**src/rtl/fir_lt_pkg.sv**
```systemverilog
package fir_lt_pkg;

    // Fixed field widths
    localparam int COEF_W = 18;
    localparam int FRAC_W = 16;
    localparam int CNT_W  = 6;
    localparam int IDX_W  = 5;

    // Request type codes
    localparam logic REQ_SAMPLE = 1'b0;
    localparam logic REQ_COEF   = 1'b1;

    // Tap count after reset
    localparam logic [CNT_W-1:0] TAP_COUNT_RST = 6'd20;

    // Controls from the sequencer to the multiply-accumulate unit
    typedef struct packed {
        logic clear;   // start a new sum
        logic op_vld;  // memory read data is valid this cycle
    } mac_ctl_t;

endpackage

```
**src/rtl/fir_lt_in_if.sv**
```systemverilog
interface fir_lt_in_if #(
    parameter int SAMPLE_BITS = 16
);
    logic                                   valid;
    logic                                   ready;
    logic                                   req_type;
    logic signed [SAMPLE_BITS-1:0]          sample_in;
    logic [fir_lt_pkg::IDX_W-1:0]           coef_index;
    logic signed [fir_lt_pkg::COEF_W-1:0]   coef_value;

    modport source (
        output valid, req_type, sample_in, coef_index, coef_value,
        input  ready
    );
    modport sink (
        input  valid, req_type, sample_in, coef_index, coef_value,
        output ready
    );
endinterface

```
**src/rtl/fir_lt_out_if.sv**
```systemverilog
interface fir_lt_out_if #(
    parameter int SAMPLE_BITS = 16
);
    logic                          valid;
    logic                          ready;
    logic signed [SAMPLE_BITS-1:0] filtered;
    logic                          clipped;

    modport source (
        output valid, filtered, clipped,
        input  ready
    );
    modport sink (
        input  valid, filtered, clipped,
        output ready
    );
endinterface

```
**src/rtl/fir_lt_cfg_if.sv**
```systemverilog
interface fir_lt_cfg_if;
    logic                         valid;
    logic                         ready;
    logic [fir_lt_pkg::CNT_W-1:0] data;

    modport source (
        output valid, data,
        input  ready
    );
    modport sink (
        input  valid, data,
        output ready
    );
endinterface

```
**src/rtl/fir_filter_loadable_taps.sv**
```systemverilog
// Channel | Dir | Transaction                | Payload
// din     | in  | sample or coefficient load | req_type, sample_in, coef_index, coef_value
// dout    | out | one filtered sample        | filtered, clipped
// cfg     | in  | tap count write            | data
//
// A coefficient load or a warm-up sample leaves din ready.
// A sample that yields a result holds din not ready while the taps are read,
// one per cycle from the two memory read ports into the shared multiplier,
// then while the product and accumulate stages drain and the result loads;
// only after that can the next sample enter. Reset needs no clearing pass.
// A result held on dout only stalls the final load of the output register.
module fir_filter_loadable_taps #(
    parameter int MAX_TAPS    = 32,
    parameter int SAMPLE_BITS = 16
) (
    input  logic          clk,
    input  logic          rst_n,
    fir_lt_in_if.sink     din,
    fir_lt_out_if.source  dout,
    fir_lt_cfg_if.sink    cfg
);

    localparam int AW = $clog2(MAX_TAPS);
    localparam int CW = fir_lt_pkg::CNT_W;

    typedef enum logic [1:0] {
        ST_IDLE,
        ST_RUN,
        ST_DRAIN
    } state_t;

    state_t                        state_reg, state_next;
    logic [AW-1:0]                 ptr_reg, ptr_next;
    logic [AW-1:0]                 rd_ptr_reg, rd_ptr_next;
    logic [CW-1:0]                 iss_cnt_reg, iss_cnt_next;
    logic [CW-1:0]                 warm_reg, warm_next;
    logic [CW-1:0]                 tap_count_reg, tap_count_next;
    logic                          rd_vld_reg, rd_vld_next;
    logic                          out_valid_reg, out_valid_next;
    logic signed [SAMPLE_BITS-1:0] filtered_reg, filtered_next;
    logic                          clipped_reg, clipped_next;

    logic [CW-1:0]                 eff_taps;
    logic                          in_fire;
    logic                          is_coef;
    logic [AW-1:0]                 ptr_inc;
    logic [AW-1:0]                 rd_ptr_dec;
    logic                          out_free;
    logic                          load;

    fir_lt_pkg::mac_ctl_t                 mac_ctl;
    logic                                 mac_busy;
    logic signed [SAMPLE_BITS-1:0]        mac_filtered;
    logic                                 mac_clipped;
    logic signed [SAMPLE_BITS-1:0]        dly_rdata;
    logic signed [fir_lt_pkg::COEF_W-1:0] tap_rdata;
    logic                                 dly_we;
    logic                                 tap_we;

    // Clamp the tap count to the supported range
    always_comb
    begin
        if (tap_count_reg == '0)
        begin
            eff_taps = CW'(1);
        end
        else if (int'(tap_count_reg) > MAX_TAPS)
        begin
            eff_taps = CW'(MAX_TAPS);
        end
        else
        begin
            eff_taps = tap_count_reg;
        end
    end

    assign in_fire    = din.valid && din.ready;
    assign is_coef    = (din.req_type == fir_lt_pkg::REQ_COEF);
    assign ptr_inc    = (ptr_reg == AW'(MAX_TAPS - 1)) ? '0 : ptr_reg + AW'(1);
    assign rd_ptr_dec = (rd_ptr_reg == '0) ? AW'(MAX_TAPS - 1) : rd_ptr_reg - AW'(1);
    assign out_free   = !out_valid_reg || dout.ready;

    // Memory writes: newest sample one slot past the head, taps by index
    assign dly_we = in_fire && !is_coef;
    assign tap_we = in_fire && is_coef && (int'(din.coef_index) < MAX_TAPS);

    // Sequencer: accept, walk the taps, drain and hand over the result
    always_comb
    begin
        state_next     = state_reg;
        ptr_next       = ptr_reg;
        rd_ptr_next    = rd_ptr_reg;
        iss_cnt_next   = iss_cnt_reg;
        warm_next      = warm_reg;
        rd_vld_next    = 1'b0;
        mac_ctl.clear  = 1'b0;
        mac_ctl.op_vld = rd_vld_reg;
        load           = 1'b0;

        case (state_reg)
            ST_IDLE:
            begin
                if (in_fire && !is_coef)
                begin
                    ptr_next = ptr_inc;
                    if (warm_reg < eff_taps)
                    begin
                        warm_next = warm_reg + CW'(1);
                    end
                    else
                    begin
                        mac_ctl.clear = 1'b1;
                        iss_cnt_next  = '0;
                        rd_ptr_next   = ptr_inc;
                        state_next    = ST_RUN;
                    end
                end
            end
            ST_RUN:
            begin
                rd_vld_next  = 1'b1;
                rd_ptr_next  = rd_ptr_dec;
                iss_cnt_next = iss_cnt_reg + CW'(1);
                if (iss_cnt_reg == eff_taps - CW'(1))
                begin
                    state_next = ST_DRAIN;
                end
            end
            ST_DRAIN:
            begin
                if (!rd_vld_reg && !mac_busy && out_free)
                begin
                    load       = 1'b1;
                    state_next = ST_IDLE;
                end
            end
            default:
            begin
                state_next = ST_IDLE;
            end
        endcase
    end

    // Output register: load a finished sum, drop it once taken
    always_comb
    begin
        out_valid_next = out_valid_reg;
        filtered_next  = filtered_reg;
        clipped_next   = clipped_reg;
        if (load)
        begin
            out_valid_next = 1'b1;
            filtered_next  = mac_filtered;
            clipped_next   = mac_clipped;
        end
        else if (dout.ready)
        begin
            out_valid_next = 1'b0;
        end
    end

    // Tap count register
    assign tap_count_next = cfg.valid ? cfg.data : tap_count_reg;

    always_ff @(posedge clk or negedge rst_n)
    begin
        if (!rst_n)
        begin
            state_reg     <= ST_IDLE;
            ptr_reg       <= '0;
            rd_ptr_reg    <= '0;
            iss_cnt_reg   <= '0;
            warm_reg      <= '0;
            tap_count_reg <= fir_lt_pkg::TAP_COUNT_RST;
            rd_vld_reg    <= 1'b0;
            out_valid_reg <= 1'b0;
            filtered_reg  <= '0;
            clipped_reg   <= 1'b0;
        end
        else
        begin
            state_reg     <= state_next;
            ptr_reg       <= ptr_next;
            rd_ptr_reg    <= rd_ptr_next;
            iss_cnt_reg   <= iss_cnt_next;
            warm_reg      <= warm_next;
            tap_count_reg <= tap_count_next;
            rd_vld_reg    <= rd_vld_next;
            out_valid_reg <= out_valid_next;
            filtered_reg  <= filtered_next;
            clipped_reg   <= clipped_next;
        end
    end

    assign din.ready     = (state_reg == ST_IDLE);
    assign cfg.ready     = 1'b1;
    assign dout.valid    = out_valid_reg;
    assign dout.filtered = filtered_reg;
    assign dout.clipped  = clipped_reg;

    fir_lt_mem #(
        .MAX_TAPS    (MAX_TAPS),
        .SAMPLE_BITS (SAMPLE_BITS)
    ) u_mem (
        .clk       (clk),
        .dly_we    (dly_we),
        .dly_waddr (ptr_inc),
        .dly_wdata (din.sample_in),
        .dly_raddr (rd_ptr_reg),
        .dly_rdata (dly_rdata),
        .tap_we    (tap_we),
        .tap_waddr (AW'(din.coef_index)),
        .tap_wdata (din.coef_value),
        .tap_raddr (AW'(iss_cnt_reg)),
        .tap_rdata (tap_rdata)
    );

    fir_lt_mac #(
        .SAMPLE_BITS (SAMPLE_BITS)
    ) u_mac (
        .clk      (clk),
        .rst_n    (rst_n),
        .ctl      (mac_ctl),
        .sample   (dly_rdata),
        .coef     (tap_rdata),
        .busy     (mac_busy),
        .filtered (mac_filtered),
        .clipped  (mac_clipped)
    );

endmodule

```
**src/rtl/fir_lt_mem.sv**
```systemverilog
module fir_lt_mem #(
    parameter int MAX_TAPS    = 32,
    parameter int SAMPLE_BITS = 16
) (
    input  logic                                  clk,
    // delay line port
    input  logic                                  dly_we,
    input  logic [$clog2(MAX_TAPS)-1:0]           dly_waddr,
    input  logic signed [SAMPLE_BITS-1:0]         dly_wdata,
    input  logic [$clog2(MAX_TAPS)-1:0]           dly_raddr,
    output logic signed [SAMPLE_BITS-1:0]         dly_rdata,
    // coefficient port
    input  logic                                  tap_we,
    input  logic [$clog2(MAX_TAPS)-1:0]           tap_waddr,
    input  logic signed [fir_lt_pkg::COEF_W-1:0]  tap_wdata,
    input  logic [$clog2(MAX_TAPS)-1:0]           tap_raddr,
    output logic signed [fir_lt_pkg::COEF_W-1:0]  tap_rdata
);

    logic signed [SAMPLE_BITS-1:0]        dly_mem [MAX_TAPS];
    logic signed [fir_lt_pkg::COEF_W-1:0] tap_mem [MAX_TAPS];

    // Delay line: circular buffer, one write and one registered read
    always_ff @(posedge clk)
    begin
        if (dly_we)
        begin
            dly_mem[dly_waddr] <= dly_wdata;
        end
        dly_rdata <= dly_mem[dly_raddr];
    end

    // Coefficient store: one write and one registered read
    always_ff @(posedge clk)
    begin
        if (tap_we)
        begin
            tap_mem[tap_waddr] <= tap_wdata;
        end
        tap_rdata <= tap_mem[tap_raddr];
    end

endmodule

```
**src/rtl/fir_lt_mac.sv**
```systemverilog
module fir_lt_mac #(
    parameter int SAMPLE_BITS = 16
) (
    input  logic                                  clk,
    input  logic                                  rst_n,
    input  fir_lt_pkg::mac_ctl_t                  ctl,
    input  logic signed [SAMPLE_BITS-1:0]         sample,
    input  logic signed [fir_lt_pkg::COEF_W-1:0]  coef,
    output logic                                  busy,
    output logic signed [SAMPLE_BITS-1:0]         filtered,
    output logic                                  clipped
);

    localparam int PROD_W  = SAMPLE_BITS + fir_lt_pkg::COEF_W;
    localparam int ACC_W   = PROD_W + fir_lt_pkg::CNT_W;
    localparam int TOP_LSB = fir_lt_pkg::FRAC_W + SAMPLE_BITS - 1;
    localparam logic signed [ACC_W:0] HALF = (ACC_W+1)'(1) <<< (fir_lt_pkg::FRAC_W - 1);

    logic                     prod_vld_reg;
    logic signed [PROD_W-1:0] prod_reg;
    logic signed [ACC_W-1:0]  acc_reg;
    logic signed [ACC_W-1:0]  acc_next;
    logic signed [ACC_W:0]    rnd;
    logic                     pos_ovf;
    logic                     neg_ovf;

    // Product stage valid
    always_ff @(posedge clk or negedge rst_n)
    begin
        if (!rst_n)
        begin
            prod_vld_reg <= 1'b0;
        end
        else
        begin
            prod_vld_reg <= ctl.op_vld;
        end
    end

    // Register the product before it reaches the adder
    always_ff @(posedge clk)
    begin
        prod_reg <= sample * coef;
    end

    // Clear on a new item, otherwise add each product
    always_comb
    begin
        acc_next = acc_reg;
        if (ctl.clear)
        begin
            acc_next = '0;
        end
        else if (prod_vld_reg)
        begin
            acc_next = acc_reg + ACC_W'(prod_reg);
        end
    end

    always_ff @(posedge clk)
    begin
        acc_reg <= acc_next;
    end

    assign busy = prod_vld_reg;

    // Round half up, drop the fraction, saturate to the sample width
    always_comb
    begin
        rnd     = (ACC_W+1)'(acc_reg) + HALF;
        pos_ovf = !rnd[ACC_W] && (|rnd[ACC_W-1:TOP_LSB]);
        neg_ovf = rnd[ACC_W] && !(&rnd[ACC_W-1:TOP_LSB]);
        if (pos_ovf)
        begin
            filtered = {1'b0, {(SAMPLE_BITS-1){1'b1}}};
        end
        else if (neg_ovf)
        begin
            filtered = {1'b1, {(SAMPLE_BITS-1){1'b0}}};
        end
        else
        begin
            filtered = rnd[TOP_LSB:fir_lt_pkg::FRAC_W];
        end
        clipped = pos_ovf || neg_ovf;
    end

endmodule

```
**src/flat_wrapper.sv**
```systemverilog
// flat-port wrapper written by rule: the top's interface ports become plain ports
module fir_filter_loadable_taps_flat 
#(
    parameter int MAX_TAPS    = 32,
    parameter int SAMPLE_BITS = 16
)
  (clk, rst_n, din_valid, din_req_type, din_sample_in, din_coef_index, din_coef_value, din_ready, dout_valid, dout_filtered, dout_clipped, dout_ready, cfg_valid, cfg_data, cfg_ready);
  fir_lt_in_if #(.SAMPLE_BITS(SAMPLE_BITS)) din_i ();
  fir_lt_out_if #(.SAMPLE_BITS(SAMPLE_BITS)) dout_i ();
  fir_lt_cfg_if cfg_i ();
  input  logic clk;
  input  logic rst_n;
  input wire logic [$bits(din_i.valid)-1:0] din_valid;
  input wire logic [$bits(din_i.req_type)-1:0] din_req_type;
  input wire logic [$bits(din_i.sample_in)-1:0] din_sample_in;
  input wire logic [$bits(din_i.coef_index)-1:0] din_coef_index;
  input wire logic [$bits(din_i.coef_value)-1:0] din_coef_value;
  output wire logic [$bits(din_i.ready)-1:0] din_ready;
  output wire logic [$bits(dout_i.valid)-1:0] dout_valid;
  output wire logic [$bits(dout_i.filtered)-1:0] dout_filtered;
  output wire logic [$bits(dout_i.clipped)-1:0] dout_clipped;
  input wire logic [$bits(dout_i.ready)-1:0] dout_ready;
  input wire logic [$bits(cfg_i.valid)-1:0] cfg_valid;
  input wire logic [$bits(cfg_i.data)-1:0] cfg_data;
  output wire logic [$bits(cfg_i.ready)-1:0] cfg_ready;
  assign din_i.valid = din_valid;
  assign din_i.req_type = din_req_type;
  assign din_i.sample_in = din_sample_in;
  assign din_i.coef_index = din_coef_index;
  assign din_i.coef_value = din_coef_value;
  assign din_ready = din_i.ready;
  assign dout_valid = dout_i.valid;
  assign dout_filtered = dout_i.filtered;
  assign dout_clipped = dout_i.clipped;
  assign dout_i.ready = dout_ready;
  assign cfg_i.valid = cfg_valid;
  assign cfg_i.data = cfg_data;
  assign cfg_ready = cfg_i.ready;
  fir_filter_loadable_taps #(.MAX_TAPS(MAX_TAPS), .SAMPLE_BITS(SAMPLE_BITS)) u_core (.clk(clk), .rst_n(rst_n), .din(din_i), .dout(dout_i), .cfg(cfg_i));
endmodule
```
**config.mk**
```make
export PLATFORM = sky130hd
export DESIGN_NAME = fir_filter_loadable_taps_flat
export DESIGN_NICKNAME = d
export VERILOG_FILES = /design/src/rtl/fir_lt_pkg.sv /design/src/rtl/fir_lt_in_if.sv /design/src/rtl/fir_lt_out_if.sv /design/src/rtl/fir_lt_cfg_if.sv /design/src/rtl/fir_filter_loadable_taps.sv /design/src/rtl/fir_lt_mem.sv /design/src/rtl/fir_lt_mac.sv /design/src/flat_wrapper.sv
export SDC_FILE = /design/constraint.sdc
export NUM_CORES = 2
export LEC_CHECK = 0
export ABC_AREA = 0
export BUFFER_PORTS_ARGS = -buffer_cell sky130_fd_sc_hd__buf_2
export CAP_MARGIN = 10
export CORE_ASPECT_RATIO = 2
export CORE_MARGIN = 8
export CORE_UTILIZATION = 62
export CTS_CLUSTER_SIZE = 25
export DETAILED_ROUTE_END_ITERATION = 16
export PLACE_DENSITY_LB_ADDON = 0.08
export SLEW_MARGIN = 20
export SYNTH_ARGS = -nofsm -noshare
export SYNTH_HDL_FRONTEND = slang
export SYNTH_SLANG_ARGS = --single-unit
```
**constraint.sdc**
```tcl
create_clock -name clk -period 17.7 [get_ports clk]
set_input_delay 0.885 -clock clk [delete_from_list [all_inputs] [get_ports clk]]
set_output_delay 0.885 -clock clk [all_outputs]
set_load 0.01 [all_outputs]
```
==> results_dict.tcl <==
set metrics [dict create \
    root_buffer "clkbuf_16" \
    drtIter0Drc 2720 \
    synth_fp_nets 4129 \
    cp_slowest_stage_delay_ns 0.81 \
    grt_pass1_wl_um 199000 \
    post_cts_buffers 0 \
    grt_max_degree 93 \
    skew_ns 0.0224 \
    min_period_ns 6.93 \
    via_per_inst 6.16 \
    path_max_fanout 18 \
    fin_tns_setup_ns 0 \
    slew_headroom_pct 22.2 \
    drtPass1Iterations 6 \
    path_delay_family "adder cells" \
    synth_top_area_share_pct 54.6 \
    critPathCaptureType "register" \
    die_w_um 236 \
    totalWireLength_um 128000 \
    tightest_slew_ns 1.17 \
    timing.rr.start "u_core.u_mem.dly_rdata[1]" \
    layout_commonest_cell "edfxtp_1" \
    clk_pin_slew_ns 0.07 \
    grtUsageTotal_pct 24.5 \
    critPathSlowestCell "dfxtp_1" \
    final_cell_mix "1088 x edfxtp_1, 346 x inv_1, 340 x mux4_2" \
    crit_type "reg -> reg" \
    wl_per_cell_um 25.4 \
    final_nets 4223 \
    die_area_um2 107000 \
    synth_edf_count 1088 \
    synth_warnings 0 \
    ctsResizeCount 0 \
    drive_above_1_share_pct 20.1 \
    async_flop_share_pct 4.01 \
    clock-sinks 1246 \
    clockBufferDepth 3 \
    min_period_over_period_pct 39.2 \
    ys.flop_type "edfxtp_1" \
    max_cap_viol_count 0 \
    ys_seq_area_share_pct 60.3 \
    largest_reg_flops 576 \
    clk_latency_ns 0.71 \
    io_buffer_count 69 \
    cp.arrival_ns 7.56 \
    worstPathRequired_ns 18.33 \
    final-hold-violation-count 0 \
    grt_pass1_vias 32700 \
    maxSlewViolCount 0 \
    cp-start-kind "register" \
    outcome "finished, final reports clean" \
    num_vias 31100 \
    final_util_pct 68.2 \
    synth_cell_type_count 74 \
    numCtsBuffers 103 \
    die-height_um 455 \
    gp_congestion 0.853 \
    drtAntennaViolNets 0 \
    netlist_instances 3646 \
    h-tree-depth 3 \
    cts-hold-fix-buffers 0 \
    ys_ff_latch 1246 \
    setup_viol 0 \
    cp_common_cell "fa_1" \
    antenna_found_initial 4 \
    avgSynthCellArea_um2 16.4 \
    cp-startpoint "u_core.u_mem.dly_rdata[1]" \
    core.rowCount 161 \
    areaGrowthSynthToFinish_pct 9.23 \
    fp.coreArea_um2 95900 \
    start_util_pct 62.4 \
    max_freq_ghz 0.144 \
    gr-total-overflow 0 \
    synth_area_leaders "edfxtp_1 55%, mux4_2 13%, fa_1 9.7%" \
    hpwl_um 80600 \
    syn-cell-area_um2 59800 \
    hold_path.class "in -> async" \
    yosysTopAreaCell "edfxtp_1" \
    cts_tree "built" \
    drc 0 \
    num_io_pins 71 \
    cp_num_buf_inv 3 \
    crit_chain "nand2_1 > inv_1 > fa_1 > fa_1 > fa_1 > fa_1 > fa_1 > inv_1 > fa_1 > inv_1 > ha_1 > a2111o_1 > a221oi_1 > o21ai_1 > a221o_1 > a211o_1 > a21oi_2 > o21ai_1 > a21oi_2 > xnor2_1" \
    rsz0062_at_grt "no" \
]
metal layers:
| layer | track usage, % | vias up | wire length, um |
|---|---|---|---|
| met3 | 4.27 | 174 | 8940 |
| li1 | - | 13600 | - |
| met1 | 34.8 | 16200 | 53300 |
| met5 | 0 | - | 41 |
| met2 | 39.7 | 1126 | 63000 |
| met4 | 6.56 | 6 | 2760 |
metrics by stage:
stage          hold WS (ns)  worst slack [ns]  cells  area (um2)
2_1_floorplan         0.376             11.38   3646       59800
3_3_place_gp          0.409             10.91   4857       61900
3_5_place_dp          0.413             10.77   4857       61900
4_1_cts               0.245             10.73   5051       65300
5_1_grt               0.323             10.49   5052       65400
6_report              0.291             10.77   5052       65400
layout make-up:
type	count	area (um2)
antenna	1	2.50
clock buffer	124	2750
clock inverter	70	686
fill	6292	30500
inverter	347	1300
multi-input combinational	1903	22100
sequential	1246	36100
tap	1222	1530
timing repair buffer	139	883
synth_stat cells (16+ instances only):
cell type / number
inv_1: 346
edfxtp_1: 1088
buf_1: 32
ha_1: 141
fa_1: 291
dfxtp_1: 108
xor2_1: 39
clkbuf_1: 113
o21ai_0: 51
nand2b_1: 19
a21oi_1: 67
o22a_1: 16
mux2_2: 39
mux2i_1: 25
and2_1: 140
nand2_1: 229
xnor2_1: 59
a21o_1: 31
mux4_2: 340
nor2_1: 184
nor3_1: 24
nand3_1: 45
dfrtp_1: 48
cell families after synthesis:
| group | Yosys count | share of synthesized area (%) |
|---|---|---|
| XOR/XNOR | 98 | 1.43 |
| adder cells (fa/ha/maj) | 432 | 12.7 |
| flip-flops | 1246 | 60.3 |
| buffers and inverters | 497 | 3.14 |
| multiplexers | 404 | 13.9 |
| AND/OR/NAND/NOR | 711 | 5.62 |
| other | 1 | 0.00627 |
| AO/OA/AOI/OAI | 257 | 2.86 |
final timing paths:
kind	to	slack, ns	cells after the start
setup / recovery	u_core.u_mac.prod_reg[33]	10.77	20
hold / removal	u_core.rd_vld_reg	0.29	2
setup reg to reg	u_core.u_mac.prod_reg[33]	10.77	20
hold reg to reg	u_core.u_mac.busy	0.44	0
max in group asynchronous	u_core.iss_cnt_reg[1]	16.92	2
min in group clk	u_core.tap_count_reg[5]	0.40	3
Power is left out: the tool's default activity adds up to more than one toggle a clock period on the data nets, which glitch-free logic cannot reach.
